===== src/rtl/sha_pkg.sv =====
// Shared types, constants and round functions of the SHA-256 message hasher.
`default_nettype none
package sha_pkg;

	localparam int LENGTH_COUNTER_BITS = 64;
	localparam int QUEUE_DEPTH = 4;
	localparam int QUEUE_PTR_BITS = $clog2(QUEUE_DEPTH);

	typedef struct packed {
		logic [31:0] message_word;
		logic [2:0]  valid_bytes;
		logic        final_word;
	} msg_beat_t;

	typedef struct packed {
		logic [31:0] digest_word;
		logic [2:0]  digest_index;
		logic        digest_last;
	} digest_beat_t;

	// One block word from the front part; last marks the final word of a message.
	typedef struct packed {
		logic [31:0] word;
		logic        last;
	} blk_beat_t;

	typedef enum logic [2:0] {
		FE_IDLE,
		FE_MARK,
		FE_ZERO,
		FE_LENHI,
		FE_LENLO
	} fe_state_t;

	typedef enum logic [1:0] {
		BE_FILL,
		BE_ROUND,
		BE_ADD,
		BE_OUT
	} be_state_t;

	localparam logic [3:0] LEN_HI_POS = 4'd14;
	localparam logic [2:0] FULL_BYTES = 3'd4;
	localparam logic [31:0] PAD_MARK = 32'h8000_0000;

	localparam logic [31:0] INITIAL_H [8] = '{
		32'h6a09e667, 32'hbb67ae85, 32'h3c6ef372, 32'ha54ff53a,
		32'h510e527f, 32'h9b05688c, 32'h1f83d9ab, 32'h5be0cd19
	};

	localparam logic [31:0] ROUND_K [64] = '{
		32'h428a2f98, 32'h71374491, 32'hb5c0fbcf, 32'he9b5dba5,
		32'h3956c25b, 32'h59f111f1, 32'h923f82a4, 32'hab1c5ed5,
		32'hd807aa98, 32'h12835b01, 32'h243185be, 32'h550c7dc3,
		32'h72be5d74, 32'h80deb1fe, 32'h9bdc06a7, 32'hc19bf174,
		32'he49b69c1, 32'hefbe4786, 32'h0fc19dc6, 32'h240ca1cc,
		32'h2de92c6f, 32'h4a7484aa, 32'h5cb0a9dc, 32'h76f988da,
		32'h983e5152, 32'ha831c66d, 32'hb00327c8, 32'hbf597fc7,
		32'hc6e00bf3, 32'hd5a79147, 32'h06ca6351, 32'h14292967,
		32'h27b70a85, 32'h2e1b2138, 32'h4d2c6dfc, 32'h53380d13,
		32'h650a7354, 32'h766a0abb, 32'h81c2c92e, 32'h92722c85,
		32'ha2bfe8a1, 32'ha81a664b, 32'hc24b8b70, 32'hc76c51a3,
		32'hd192e819, 32'hd6990624, 32'hf40e3585, 32'h106aa070,
		32'h19a4c116, 32'h1e376c08, 32'h2748774c, 32'h34b0bcb5,
		32'h391c0cb3, 32'h4ed8aa4a, 32'h5b9cca4f, 32'h682e6ff3,
		32'h748f82ee, 32'h78a5636f, 32'h84c87814, 32'h8cc70208,
		32'h90befffa, 32'ha4506ceb, 32'hbef9a3f7, 32'hc67178f2
	};

	function automatic logic [31:0] big_sigma0(input logic [31:0] x);
		return {x[1:0], x[31:2]} ^ {x[12:0], x[31:13]} ^ {x[21:0], x[31:22]};
	endfunction

	function automatic logic [31:0] big_sigma1(input logic [31:0] x);
		return {x[5:0], x[31:6]} ^ {x[10:0], x[31:11]} ^ {x[24:0], x[31:25]};
	endfunction

	function automatic logic [31:0] small_sigma0(input logic [31:0] x);
		return {x[6:0], x[31:7]} ^ {x[17:0], x[31:18]} ^ {3'b000, x[31:3]};
	endfunction

	function automatic logic [31:0] small_sigma1(input logic [31:0] x);
		return {x[16:0], x[31:17]} ^ {x[18:0], x[31:19]} ^ {10'b0, x[31:10]};
	endfunction

	function automatic logic [31:0] choose(input logic [31:0] e, input logic [31:0] f,
			input logic [31:0] g);
		return (e & f) ^ (~e & g);
	endfunction

	function automatic logic [31:0] majority(input logic [31:0] a, input logic [31:0] b,
			input logic [31:0] c);
		return (a & b) ^ (a & c) ^ (b & c);
	endfunction

endpackage
`default_nettype wire


===== src/rtl/sha256_message_hasher_top.sv =====
// Top level of the streaming SHA-256 message hasher.
// Usage:
// Message beats go in on message with push/full: a beat is taken at a clock edge with
// push high and full low. Each beat carries one big-endian word, its count of valid
// leading bytes and a final flag; a final beat with count zero ends an empty message.
// Digest beats come out on digest with empty/pop: the oldest beat stands while empty
// is low and is taken on an edge with pop high. Eight beats, index 0 first, follow
// every final beat; digest_last marks the eighth.
// Each 16-word block is gathered from the internal queue, run through 64 rounds in
// the single round unit and folded into the chaining words; no new block word is
// taken meanwhile. Padding completes the open block or adds one more.
// The first digest beat after a final beat waits longer when the padding needs a
// second block, and longer while the back part is still busy with earlier words.
// While the receiver stalls the digest, the front part keeps taking beats until the
// four-entry queue fills, then holds full high. The back part resumes after the last
// digest beat. Reset sets the chaining words to the initial values, clears the length
// count and the queue; no clearing pass is needed.
`default_nettype none
module sha256_message_hasher_top (
	input  wire                   clk,
	input  wire                   arst_n,
	input  sha_pkg::msg_beat_t    message,
	input  wire                   push,
	output logic                  full,
	output sha_pkg::digest_beat_t digest,
	output logic                  empty,
	input  wire                   pop
);

	sha_pkg::blk_beat_t wr_data, rd_data;
	logic q_wr, q_full, q_rd, q_empty;

	sha_front u_front (
		.clk    (clk),
		.arst_n (arst_n),
		.message(message),
		.push   (push),
		.full   (full),
		.q_data (wr_data),
		.q_wr   (q_wr),
		.q_full (q_full)
	);

	sha_queue u_queue (
		.clk    (clk),
		.arst_n (arst_n),
		.wr_data(wr_data),
		.wr     (q_wr),
		.full   (q_full),
		.rd_data(rd_data),
		.rd     (q_rd),
		.empty  (q_empty)
	);

	sha_back u_back (
		.clk    (clk),
		.arst_n (arst_n),
		.q_data (rd_data),
		.q_empty(q_empty),
		.q_rd   (q_rd),
		.digest (digest),
		.empty  (empty),
		.pop    (pop)
	);

endmodule
`default_nettype wire


===== src/rtl/sha_front.sv =====
// Front part: takes message beats, counts the bit length and emits padded block words.
`default_nettype none
module sha_front (
	input  wire                  clk,
	input  wire                  arst_n,
	input  sha_pkg::msg_beat_t   message,
	input  wire                  push,
	output logic                 full,
	output sha_pkg::blk_beat_t   q_data,
	output logic                 q_wr,
	input  wire                  q_full
);

	sha_pkg::fe_state_t state_q, state_d;
	logic [3:0] pos_q;
	logic [sha_pkg::LENGTH_COUNTER_BITS-1:0] len_q, len_d;
	logic [2:0] cnt;
	logic [5:0] shamt;
	logic [31:0] keep;
	logic [63:0] len64;
	logic accept;

	assign full = (state_q != sha_pkg::FE_IDLE) || q_full;
	assign accept = push && !full;
	assign cnt = (message.valid_bytes > sha_pkg::FULL_BYTES) ? sha_pkg::FULL_BYTES
		: message.valid_bytes;
	assign shamt = {cnt, 3'b000};
	assign keep = ~(32'hffff_ffff >> shamt);
	assign len64 = 64'(len_q);

	always_comb begin
		state_d = state_q;
		len_d = len_q;
		q_wr = 1'b0;
		q_data.word = 32'h0;
		q_data.last = 1'b0;
		case (state_q)
			sha_pkg::FE_IDLE: begin
				if (accept) begin
					q_wr = 1'b1;
					if (!message.final_word) begin
						q_data.word = message.message_word;
						len_d = len_q + sha_pkg::LENGTH_COUNTER_BITS'(32);
					end else begin
						len_d = len_q + sha_pkg::LENGTH_COUNTER_BITS'(shamt);
						if (cnt == sha_pkg::FULL_BYTES) begin
							q_data.word = message.message_word;
							state_d = sha_pkg::FE_MARK;
						end else begin
							q_data.word = (message.message_word & keep)
								| (sha_pkg::PAD_MARK >> shamt);
							state_d = sha_pkg::FE_ZERO;
						end
					end
				end
			end
			sha_pkg::FE_MARK: begin
				if (!q_full) begin
					q_wr = 1'b1;
					q_data.word = sha_pkg::PAD_MARK;
					state_d = sha_pkg::FE_ZERO;
				end
			end
			sha_pkg::FE_ZERO: begin
				// Fill with zeros, wrapping into a new block if needed, up to the length slot.
				if (pos_q == sha_pkg::LEN_HI_POS) begin
					state_d = sha_pkg::FE_LENHI;
				end else if (!q_full) begin
					q_wr = 1'b1;
				end
			end
			sha_pkg::FE_LENHI: begin
				if (!q_full) begin
					q_wr = 1'b1;
					q_data.word = len64[63:32];
					state_d = sha_pkg::FE_LENLO;
				end
			end
			sha_pkg::FE_LENLO: begin
				if (!q_full) begin
					q_wr = 1'b1;
					q_data.word = len64[31:0];
					q_data.last = 1'b1;
					len_d = '0;
					state_d = sha_pkg::FE_IDLE;
				end
			end
			default: begin
				state_d = sha_pkg::FE_IDLE;
			end
		endcase
	end

	always_ff @(posedge clk or negedge arst_n) begin
		if (!arst_n) begin
			state_q <= sha_pkg::FE_IDLE;
			pos_q <= 4'd0;
			len_q <= '0;
		end else begin
			state_q <= state_d;
			len_q <= len_d;
			if (q_wr) begin
				pos_q <= pos_q + 4'd1;
			end
		end
	end

endmodule
`default_nettype wire


===== src/rtl/sha_queue.sv =====
// Short queue of block words between the front and back parts.
`default_nettype none
module sha_queue (
	input  wire                  clk,
	input  wire                  arst_n,
	input  sha_pkg::blk_beat_t   wr_data,
	input  wire                  wr,
	output logic                 full,
	output sha_pkg::blk_beat_t   rd_data,
	input  wire                  rd,
	output logic                 empty
);

	sha_pkg::blk_beat_t mem_q [sha_pkg::QUEUE_DEPTH];
	logic [sha_pkg::QUEUE_PTR_BITS-1:0] wr_ptr_q, rd_ptr_q;
	logic [sha_pkg::QUEUE_PTR_BITS:0] count_q;
	logic do_wr, do_rd;

	assign full = (count_q == (sha_pkg::QUEUE_PTR_BITS+1)'(sha_pkg::QUEUE_DEPTH));
	assign empty = (count_q == '0);
	assign do_wr = wr && !full;
	assign do_rd = rd && !empty;
	assign rd_data = mem_q[rd_ptr_q];

	always_ff @(posedge clk) begin
		if (do_wr) begin
			mem_q[wr_ptr_q] <= wr_data;
		end
	end

	always_ff @(posedge clk or negedge arst_n) begin
		if (!arst_n) begin
			wr_ptr_q <= '0;
			rd_ptr_q <= '0;
			count_q <= '0;
		end else begin
			if (do_wr) begin
				wr_ptr_q <= wr_ptr_q + 1'b1;
			end
			if (do_rd) begin
				rd_ptr_q <= rd_ptr_q + 1'b1;
			end
			if (do_wr && !do_rd) begin
				count_q <= count_q + 1'b1;
			end else if (do_rd && !do_wr) begin
				count_q <= count_q - 1'b1;
			end
		end
	end

endmodule
`default_nettype wire


===== src/rtl/sha_back.sv =====
// Back part: gathers block words, runs the 64 rounds and delivers the digest words.
`default_nettype none
module sha_back (
	input  wire                  clk,
	input  wire                  arst_n,
	input  sha_pkg::blk_beat_t   q_data,
	input  wire                  q_empty,
	output logic                 q_rd,
	output sha_pkg::digest_beat_t digest,
	output logic                 empty,
	input  wire                  pop
);

	sha_pkg::be_state_t state_q, state_d;
	logic [31:0] h_q [8];
	logic [31:0] work_q [8];
	logic [31:0] w_q [16];
	logic [3:0] fill_q;
	logic [5:0] rnd_q;
	logic [2:0] idx_q;
	logic last_q;
	logic [31:0] t1, t2, w_new;
	logic take_beat;

	assign q_rd = (state_q == sha_pkg::BE_FILL) && !q_empty;
	assign empty = (state_q != sha_pkg::BE_OUT);
	assign take_beat = pop && !empty;
	assign digest.digest_word = h_q[idx_q];
	assign digest.digest_index = idx_q;
	assign digest.digest_last = (idx_q == 3'd7);

	assign t1 = work_q[7] + sha_pkg::big_sigma1(work_q[4])
		+ sha_pkg::choose(work_q[4], work_q[5], work_q[6]) + sha_pkg::ROUND_K[rnd_q] + w_q[0];
	assign t2 = sha_pkg::big_sigma0(work_q[0]) + sha_pkg::majority(work_q[0], work_q[1], work_q[2]);
	assign w_new = w_q[0] + sha_pkg::small_sigma0(w_q[1]) + w_q[9] + sha_pkg::small_sigma1(w_q[14]);

	always_comb begin
		state_d = state_q;
		case (state_q)
			sha_pkg::BE_FILL: begin
				if (q_rd && (fill_q == 4'd15)) begin
					state_d = sha_pkg::BE_ROUND;
				end
			end
			sha_pkg::BE_ROUND: begin
				if (rnd_q == 6'd63) begin
					state_d = sha_pkg::BE_ADD;
				end
			end
			sha_pkg::BE_ADD: begin
				state_d = last_q ? sha_pkg::BE_OUT : sha_pkg::BE_FILL;
			end
			sha_pkg::BE_OUT: begin
				if (take_beat && digest.digest_last) begin
					state_d = sha_pkg::BE_FILL;
				end
			end
			default: begin
				state_d = sha_pkg::BE_FILL;
			end
		endcase
	end

	// Schedule window and working variables carry no reset.
	always_ff @(posedge clk) begin
		if (q_rd) begin
			for (int i = 0; i < 15; i++) begin
				w_q[i] <= w_q[i+1];
			end
			w_q[15] <= q_data.word;
			if (fill_q == 4'd15) begin
				last_q <= q_data.last;
				for (int i = 0; i < 8; i++) begin
					work_q[i] <= h_q[i];
				end
			end
		end else if (state_q == sha_pkg::BE_ROUND) begin
			for (int i = 0; i < 15; i++) begin
				w_q[i] <= w_q[i+1];
			end
			w_q[15] <= w_new;
			work_q[7] <= work_q[6];
			work_q[6] <= work_q[5];
			work_q[5] <= work_q[4];
			work_q[4] <= work_q[3] + t1;
			work_q[3] <= work_q[2];
			work_q[2] <= work_q[1];
			work_q[1] <= work_q[0];
			work_q[0] <= t1 + t2;
		end
	end

	always_ff @(posedge clk or negedge arst_n) begin
		if (!arst_n) begin
			state_q <= sha_pkg::BE_FILL;
			fill_q <= 4'd0;
			rnd_q <= 6'd0;
			idx_q <= 3'd0;
			for (int i = 0; i < 8; i++) begin
				h_q[i] <= sha_pkg::INITIAL_H[i];
			end
		end else begin
			state_q <= state_d;
			if (q_rd) begin
				fill_q <= fill_q + 4'd1;
			end
			if (state_q == sha_pkg::BE_ROUND) begin
				rnd_q <= rnd_q + 6'd1;
			end
			if (state_q == sha_pkg::BE_ADD) begin
				idx_q <= 3'd0;
				for (int i = 0; i < 8; i++) begin
					h_q[i] <= h_q[i] + work_q[i];
				end
			end
			if (take_beat) begin
				idx_q <= idx_q + 3'd1;
				// Restart the chain for the next message after the last digest beat.
				if (digest.digest_last) begin
					for (int i = 0; i < 8; i++) begin
						h_q[i] <= sha_pkg::INITIAL_H[i];
					end
				end
			end
		end
	end

endmodule
`default_nettype wire

===== config.mk =====
export PLATFORM = sky130hd
export DESIGN_NAME = sha256_message_hasher_top
export DESIGN_NICKNAME = d
export VERILOG_FILES = /design/src/rtl/sha_pkg.sv /design/src/rtl/sha256_message_hasher_top.sv /design/src/rtl/sha_front.sv /design/src/rtl/sha_queue.sv /design/src/rtl/sha_back.sv
export SDC_FILE = /design/constraint.sdc
export NUM_CORES = 2
export LEC_CHECK = 0
export BUFFER_PORTS_ARGS = -buffer_cell sky130_fd_sc_hd__buf_4
export CORE_MARGIN = 3
export CORE_UTILIZATION = 28
export CTS_CLUSTER_DIAMETER = 200
export DETAILED_ROUTE_END_ITERATION = 10
export GPL_TIMING_DRIVEN = 0
export HOLD_SLACK_MARGIN = 0.02
export PLACE_DENSITY = 0.43
export SETUP_SLACK_MARGIN = 0.2
export SLEW_MARGIN = 20
export SYNTH_ARGS = -nofsm -noshare
export SYNTH_HDL_FRONTEND = slang
export SYNTH_HIERARCHICAL = 1
export SYNTH_SLANG_ARGS = --single-unit

===== constraint.sdc =====
create_clock -name clk -period 28.7 [get_ports clk]
set_clock_uncertainty 0.05 [all_clocks]
set_input_delay 1.435 -clock clk [delete_from_list [all_inputs] [get_ports clk]]
set_output_delay 1.435 -clock clk [all_outputs]
set_load 0.01 [all_outputs]

==> results.yml <==
floorplan:
  die_w_um: 527
  fp-row-count: 190
  num_io_pins: 78
  fp.dieH_um: 527
  initial_utilization_pct: 28.3
  design.die.area_sq_um: 278000
  core_area_sq_um: 269000
pwr:
  internal_power_mw: 3.23
  comb_power_share_pct: 6.1
  power_frac_seq_pct: 47.9
  p_leak_nw: 34.9
  power_switching_mw: 1.05
  total_power_mw: 4.28
  p_sw_share_pct: 24.5
  vdd_ir_drop_max_mv: 0.0655
  pwr-share-clk_pct: 46.0
  p_per_area_nw_per_um2: 48.9
global_route:
  grt_max_degree: 70
  track_usage_pct: 22.2
  grt_pass1_wl_um: 440000
  overflow: 0
  grt_pass1_vias: 56300
  antenna_found_initial: 19
routing:
  ant_nets: 0
  via_count: 59100
  viasPerCell: 5.29
  drt_first_iter_violations: 6244
  wire_per_inst_um: 28.3
  drc: 0
  wirelength_um: 316000
  first_pass_iters: 6
clock_tree:
  cts.sink_count: 1247
  clk_pin_slew_ns: 0.06
  clock_latency_ns: 0.84
  cts_buffers: 150
  post_cts_resized: 0
  hold_buffers: 0
  cts_tree: "yes"
  clk_path_buf_depth: 3
  root_buffer: "clkbuf_16"
  cts_setup_buffers: 0
  htree_levels: 4
placed_design:
  place_area_sq_um: 82500
  placed_cells: 10900
  dp_hpwl_um: 248000
  place_ws_ns: 16.13
  portBuffers: 75
  gp_congestion: 0.948
min_path:
  hold_class: "reg2reg"
layout:
  area_growth_pct: 15.0
  drive_above_1_share_pct: 9.94
  utilization_pct: 32.5
  fill_cells: 27500
  final_nets: 8115
  finalInstanceArea_sq_um: 87500
  instances_no_fill: 11200
timing:
  setup_viol: 0
  finalMaxSlewViolations: 0
  whs_ns: 0.333
  period_needed_ns: 13.07
  relSlewSlack_pct: 15.0
  finalCritPeriodShare_pct: 45.6
  hold_violations: 0
  fmax_mhz: 76.5
  rsz0062_at_grt: "no"
  worstMarginPinSlew_ns: 1.28
  fin_ws_ns: 15.63
  tns_ns: 0
setup_path:
  cp.required_ns: 29.20
  crit_slowest_cell: "a211oi_1"
  arrival_ns: 13.57
  critPathBufInv: 7
  cp-end-kind: "register"
  cp_max_fo: 15
  criticalPathCategory: "reg2reg"
  crit_path_start_kind: "register"
  slowest_delay_ns: 0.80
  cp_top_family: "compound AO/OA/AOI/OAI gates"
synth:
  ys_types: 106
  syn_area_sq_um: 76100
  yosys_register_bits: 1247
  synth_most_common_cell: "nand2_1"
  ys_seq_area_share_pct: 47.2
  synth_top_area_share_pct: 35.6
  synth_edf_count: 901
  synthTopCellsByCount: "1,210 x nand2_1, 901 x edfxtp_1, 541 x a21oi_1"
  netlist_instances: 7202
  synth_nets: 7843
  synthTopCellsByArea: "edfxtp_1 36%, dfrtp_1 6.9%, ha_1 6.6%, nand2_1 6.0%, fa_1 5.2%"
  synth-main-ff-cell: "edfxtp_1"
  synth_top_cell_by_area: "edfxtp_1"
  yosys_warnings: 6
  synth_async_sr_flop_share_pct: 27.7
  syn_area_per_cell_sq_um: 10.6
flow_run:
  cap_violations: 0
outcome:
  status: "finished, final reports clean"
-- routing by layer --
metal	vias up	share of wire, %	track usage [%]	wire length, um
met5	-	0.0076	0	24
met3	436	6.4	3.84	20200
met1	29900	45	30.7	141000
met2	2242	45	35.0	144000
li1	26500	-	-	-
met4	4	3.5	7.45	11200
-- logic make-up (layout without fill, tap and decap cells) --
group,after synthesis,count (layout),share of synthesized area (%)
simple gates,2165,2165,12.6
compound gates,1756,1756,14.4
flops,1247,1247,47.2
buf+inv,693,1093,3.58
fa+ha+maj,604,604,11.9
xor+xnor,592,592,6.81
mux,145,145,3.64
other cells,0,5,0
-- layout make-up --
| type | instances | area (sq um) | area share (%) |
|---|---|---|---|
| Multi-Input combinational cell | 5262 | 37700 | 43.1 |
| Sequential cell | 1247 | 35900 | 41.0 |
| Tap cell | 3552 | 4440 | 5.08 |
| Clock buffer | 196 | 4080 | 4.66 |
| Timing Repair Buffer | 120 | 1680 | 1.92 |
| Buffer | 336 | 1440 | 1.64 |
| Inverter | 357 | 1340 | 1.53 |
| Clock inverter | 84 | 955 | 1.09 |
| Antenna cell | 5 | 12.5 | 0.0143 |
-- power by group through the flow --
stage	combinational [mW]	clock [mW]	sequential, mW
3_3_place_gp	0.242	0	2.09
4_1_cts	0.267	2.03	2.05
6_report	0.261	1.97	2.05
5_1_grt	0.286	2.10	2.06
2_1_floorplan	0.153	0	2.08
3_5_place_dp	0.266	0	2.09
-- worst paths after layout --
check / from / endpoint / slack, ns / depth (start not counted)
worst max-delay path: u_back/rnd_q[1] / u_back/work_q[1][30] / 15.63 / 39
worst min-delay path: u_back/w_q[0][70] / u_back/w_q[0][38] / 0.33 / 0
worst max register to register: u_back/rnd_q[1] / u_back/work_q[1][30] / 15.63 / 39
worst min register to register: u_back/w_q[0][70] / u_back/w_q[0][38] / 0.33 / 0
max in group asynchronous: arst_n / u_back/h_q[203] / 26.20 / 5
min in group asynchronous: arst_n / u_front/len64[4] / 0.45 / 1
-- registers in the layout (all words and copies together), names as in the netlist --
| name | count |
|---|---|
| u_back/idx_q | 3 |
| u_front/pos_q | 4 |
| u_back/work_q | 256 |
| u_queue/wr_ptr_q | 2 |
| u_back/h_q | 256 |
| u_back/w_q | 512 |
| u_back/last_q | 1 |
| u_front/len64 | 61 |
| u_front/state_q | 3 |
| u_queue/mem_q | 132 |
| u_queue/rd_ptr_q | 2 |
| u_back/rnd_q | 6 |
| u_back/state_q | 2 |
| u_queue/count_q | 3 |
| u_back/fill_q | 4 |
-- placed cells by master, fill, tap and decap left out, types with 70 or more instances in the layout --
master | Yosys | routed
buf_4 | 0 | 76
edfxtp_1 | 901 | 901
xor2_1 | 202 | 195
dfstp_2 | 136 | 136
dfrtp_1 | 210 | 210
clkbuf_1 | 276 | 268
a21oi_1 | 541 | 541
mux4_2 | 96 | 96
a211oi_1 | 70 | 70
nand3_1 | 132 | 132
xnor2_1 | 390 | 374
nor3_1 | 96 | 96
clkbuf_16 | 0 | 152
nand2_1 | 1210 | 1209
o21ai_0 | 432 | 428
inv_1 | 354 | 354
a21o_1 | 195 | 195
fa_1 | 197 | 197
o211ai_1 | 100 | 100
nor2_1 | 337 | 337
ha_1 | 404 | 404
nand2b_1 | 71 | 71
(Power assumes the default switching activity.)
